## src/hw/rtl/pip_pkg.sv

```systemverilog
// shared types and constants for the point-in-polygon test block
// no dependencies; compiled first
package pip_pkg;

    localparam int COORD_W      = 16;
    localparam int MIN_VERTICES = 3;

    typedef logic signed [COORD_W-1:0] t_coord;
    typedef logic signed [COORD_W:0]   t_diff;
    typedef logic signed [2*COORD_W+1:0] t_prod;

    typedef enum logic [1:0] {
        CMD_START  = 2'd0,
        CMD_APPEND = 2'd1,
        CMD_TEST   = 2'd2
    } t_cmd;

    typedef enum logic [1:0] {
        S_IDLE,
        S_RUN,
        S_DRAIN,
        S_RES
    } t_state;

    // one polygon edge handed to the evaluation unit, a -> b in vertex order
    typedef struct packed {
        logic   valid;
        t_coord ax;
        t_coord ay;
        t_coord bx;
        t_coord by;
    } t_edge;

endpackage

```

## src/hw/rtl/pip_edge.sv

```systemverilog
// edge crossing unit: three-stage pipe (differences, products, compare)
// that accumulates the even-odd parity of a rightward ray; depends on pip_pkg
module pip_edge (
    input  logic            i_clk,
    input  logic            i_rst_n,
    input  logic            i_clear,
    input  pip_pkg::t_edge  i_edge,
    input  pip_pkg::t_coord i_px,
    input  pip_pkg::t_coord i_py,
    output logic            o_busy,
    output logic            o_inside
);
    import pip_pkg::*;

    logic  r1_valid;
    logic  r1_dy_pos;
    t_diff r1_dy;
    t_diff r1_dx;
    t_diff r1_pxd;
    t_diff r1_pyd;

    logic  r2_valid;
    logic  r2_dy_pos;
    t_prod r2_lhs;
    t_prod r2_rhs;

    logic  r_parity;

    logic  crosses;
    t_diff dy;
    logic  hit;

    // vertex i is b, vertex j is a
    assign crosses = (i_edge.by > i_py) != (i_edge.ay > i_py);
    assign dy      = t_diff'(i_edge.ay) - t_diff'(i_edge.by);
    assign hit     = r2_dy_pos ? (r2_lhs < r2_rhs) : (r2_lhs > r2_rhs);

    always_ff @(posedge i_clk) begin
        if (!i_rst_n) begin
            r1_valid <= 1'b0;
            r2_valid <= 1'b0;
            r_parity <= 1'b0;
        end else begin
            r1_valid <= i_edge.valid && crosses;
            r2_valid <= r1_valid;
            if (i_clear) begin
                r_parity <= 1'b0;
            end else if (r2_valid && hit) begin
                r_parity <= !r_parity;
            end
        end
    end

    always_ff @(posedge i_clk) begin
        r1_dy     <= dy;
        r1_dy_pos <= dy > 0;
        r1_dx     <= t_diff'(i_edge.ax) - t_diff'(i_edge.bx);
        r1_pxd    <= t_diff'(i_px) - t_diff'(i_edge.bx);
        r1_pyd    <= t_diff'(i_py) - t_diff'(i_edge.by);
        r2_dy_pos <= r1_dy_pos;
        r2_lhs    <= t_prod'(r1_pxd) * t_prod'(r1_dy);
        r2_rhs    <= t_prod'(r1_dx) * t_prod'(r1_pyd);
    end

    assign o_busy   = r1_valid || r2_valid;
    assign o_inside = r_parity;

endmodule

```

## config.mk

```make
export PLATFORM = sky130hd
export DESIGN_NAME = pip_edge
export DESIGN_NICKNAME = d
export VERILOG_FILES = /design/src/hw/rtl/pip_pkg.sv /design/src/hw/rtl/pip_edge.sv
export SDC_FILE = /design/constraint.sdc
export NUM_CORES = 2
export LEC_CHECK = 0
export BUFFER_PORTS_ARGS = -buffer_cell sky130_fd_sc_hd__buf_2
export CAP_MARGIN = 30
export CORE_ASPECT_RATIO = 1.1
export CORE_MARGIN = 3
export CORE_UTILIZATION = 42
export CTS_BUF_LIST = sky130_fd_sc_hd__clkbuf_8
export DETAILED_ROUTE_END_ITERATION = 7
export PLACE_DENSITY = 0.64
export SETUP_SLACK_MARGIN = 0.2
export SYNTH_ARGS = -nofsm -noshare
export SYNTH_HDL_FRONTEND = slang
export SYNTH_SLANG_ARGS = --single-unit
```

## constraint.sdc

```tcl
create_clock -name i_clk -period 6.9 [get_ports i_clk]
set_input_delay 1.38 -clock i_clk [delete_from_list [all_inputs] [get_ports i_clk]]
set_output_delay 1.38 -clock i_clk [all_outputs]
set_load 0.02 [all_outputs]
```

==> results.ini <==
[yosys]
synth_nets=4076
synth_top_area_share_pct=41.6
yosysWarnings=0
synth_edf_count=0
synth_ff_type=dfxtp_1
syn_avg_cell_area_um2=9.28
ys_types=75
syn-cell-area_um2=28700
ys_seq_area_share_pct=9.83
ys_ff_latch=141
synthCells=3095
synth_top_cell_by_area=fa_1
synthArstFlopShare_pct=0
synth_area_leaders=fa_1, ha_1, dfxtp_1

[floorplanning]
die-area_um2=71500
start_util_pct=42.8
die_w_um=255
design.core.area_um2=67000
fp-row-count=99
die_h_um=280
io_pins=102

[job]
max-cap-violations=0

[critical_path]
path_max_fanout=17
crit_slowest_cell=dfxtp_1
critPathMaxStageDelay_ns=0.69
cp.arrival_ns=6.76
critPathLaunchType=register
worstPathCellList=and2_1 > fa_1 > inv_1 > fa_1 > fa_1 > inv_1 > fa_1 > fa_1 > fa_1 > ha_1 > nand2_1 > o21ai_0 > or3_1 > o2111ai_1 > a211oi_1 > o211ai_1 > a21oi_1 > mux2i_1 > nand3_1
crit_type=register to register
cpMostUsedCell=fa_1
cp-end-kind=register
critPathRequiredTime_ns=7.29

[cts]
cts_made_buffers=17
cts_num_sinks=141
clk_latency_ns=0.51
path_clk_slew_ns=0.09
cts_tree=done
cts_root_buf=clkbuf_8
cts_max_level=4
post_cts_buffers=0
cts_buffer_depth=2

[placed_design]
place_congestion=0.924
port-buffer-count=101
dp_hpwl_mm=58.8
dp.cells=4076
place_area_um2=30400

[status]
status=finished clean

[sta]
whs_ns=0.353
finalSetupTns_ns=0
maxSlewViolCount=0
finalCriticalPeriod_ns=6.37
fin_crit_sh_pct=92.3
rsz0062_at_grt=yes
finalHoldViolCount=0
setup_viol=0
max-slew-margin-rel_pct=37.7
max_slew.worst_pin.slew_ns=0.922
fmax_mhz=157
skew_ns=0.0287

[global_route]
grt_remaining_overflow=0
grt_antenna_before_repair=6
grt_pass1_wl_mm=114
gr-usage-all-layers_pct=20.0
grt_pass1_vias=22000
grt_max_degree=18

[route]
wl_met1_mm=29.0
drc=0
routed_via_density=4.98
drt-pass1-iter-count=5
wl_met3_mm=2.91
dr_wl_met2_mm=33.7
wl_mm=67.2
ant_nets=0
drt_iter0_markers=971
maxUsedRoutingLayer=met4
wl_per_cell_um=16.3
num_vias=20500

[cells_and_area]
final_cells=4117
area_growth_pct=7.59
drive_gt1_share_pct=7.00
final_area_um2=30900
fillers=6446
layout.nets=4167

[hold_path]
hold_class=register to register

==> cell usage after synthesis, types with 3 or more instances <==
cell type,number
inv_1,711
fa_1,596
nand2_1,309
and2_1,296
ha_1,285
dfxtp_1,141
nor2_1,101
xnor2_1,94
a21oi_1,93
clkbuf_1,74
o21ai_0,44
o21a_1,33
nor3_1,31
a21o_1,30
nand2b_1,27
nor2b_1,24
nand3_1,22
xor2_1,19
nand4_1,14
o21bai_1,10
and3_1,9
o31a_1,8
a211oi_1,7
o211ai_1,7
or3_1,6
a31oi_1,5
mux2i_1,5
nor4_1,5
o22ai_1,5
or2_2,5
a211o_1,4
a311oi_1,4
o31ai_1,4
a2111oi_0,3
a21boi_0,3
a41o_1,3
nand3b_1,3
o2111ai_1,3
o21ai_1,3
o41a_1,3
o41ai_2,3
==> metrics by stage <==
step | worst slack, ns | util, %
after floorplan | 0.805 | -
after global placement | 0.546 | 45.4
after detailed placement | 0.470 | 45.4
after CTS | 0.435 | 46.0
after global routing | 0.139 | 46.1
final | 0.529 | 46.1
==> logic make-up after synthesis <==
group                      Yosys count  share of synthesized area [%]
DFF                                141                           9.83
xor gates and xnor gates           113                           3.45
AOI/OAI and AO/OA                  298                           6.97
muxes                                6                          0.214
buffers and inverters              788                           10.3
adders and majority gates          881                           54.0
and+or+nand+nor                    868                           15.3
==> layout by cell type, fill, tap and decap left out, drive strengths merged, types with 10 or more instances in the layout <==
master | Yosys | final
o21bai | 10 | 10
a21oi | 93 | 93
and3 | 10 | 10
nand2 | 309 | 309
ha | 285 | 285
xnor2 | 94 | 94
xor2 | 19 | 19
diode | 0 | 10
buf | 3 | 149
clkbuf | 74 | 19
fa | 596 | 596
nor2b | 24 | 24
nor3 | 32 | 32
nand2b | 27 | 27
a21o | 30 | 30
and2 | 296 | 296
nand3 | 23 | 23
o21a | 33 | 33
inv | 711 | 715
o21ai | 47 | 47
nand4 | 14 | 14
nor2 | 102 | 102
dfxtp | 141 | 141
==> state kept, by name, indices dropped and copies added (netlist names) <==
| name | cells |
|---|---|
| o_inside | 1 |
| r1_dx | 17 |
| r1_dy | 17 |
| r1_dy_pos | 1 |
| r1_pxd | 17 |
| r1_pyd | 17 |
| r1_valid | 1 |
| r2_dy_pos | 1 |
| r2_lhs | 34 |
| r2_rhs | 34 |
| r2_valid | 1 |
==> final cells by class <==
| class | count | area (um2) | area share [%] |
|---|---|---|---|
| Multi-Input combinational cell | 2166 | 22900 | 74.2 |
| Timing Repair Buffer | 149 | 866 | 2.80 |
| Clock inverter | 12 | 158 | 0.510 |
| Clock buffer | 19 | 262 | 0.846 |
| Sequential cell | 141 | 2850 | 9.21 |
| Tap cell | 909 | 1140 | 3.68 |
| Inverter | 711 | 2670 | 8.64 |
| Antenna cell | 10 | 25.0 | 0.0810 |
==> worst max-delay path: cells and delay by family, from the launching register on <==
kind	cells	cell delay, ns
simple gates	4	0.55
mux	1	0.21
fa+ha+maj	7	3.16
compound gates	5	1.51
buf+inv	2	0.13
flops	1	0.69
==> per-layer routing <==
layer | global-route usage (%) | vias up
met5 | 0 | -
met4 | 5.00 | 0
met3 | 2.79 | 92
met2 | 35.2 | 421
met1 | 26.0 | 10400
li1 | - | 9579
==> timing repair <==
item,in CTS,in global routing
gates resized for setup,0,19
endpoints found under the hold margin,0,0
endpoints found under the setup margin,0,7
hold buffers,0,0
==> path summary, 6_finish.rpt <==
path | start | endpoint | slack (ns) | cells past startpoint
min reg2reg | r1_dy_pos$_DFF_P_ | r2_dy_pos$_DFF_P_ | 0.35 | 0
max | r1_pyd[7]$_DFF_P_ | r2_rhs[32]$_DFF_P_ | 0.53 | 19
max reg2reg | r1_pyd[7]$_DFF_P_ | r2_rhs[32]$_DFF_P_ | 0.53 | 19
min | r1_dy_pos$_DFF_P_ | r2_dy_pos$_DFF_P_ | 0.35 | 0
Power is left out: the tool's default activity adds up to more than one toggle a clock period on the data nets, which glitch-free logic cannot reach.
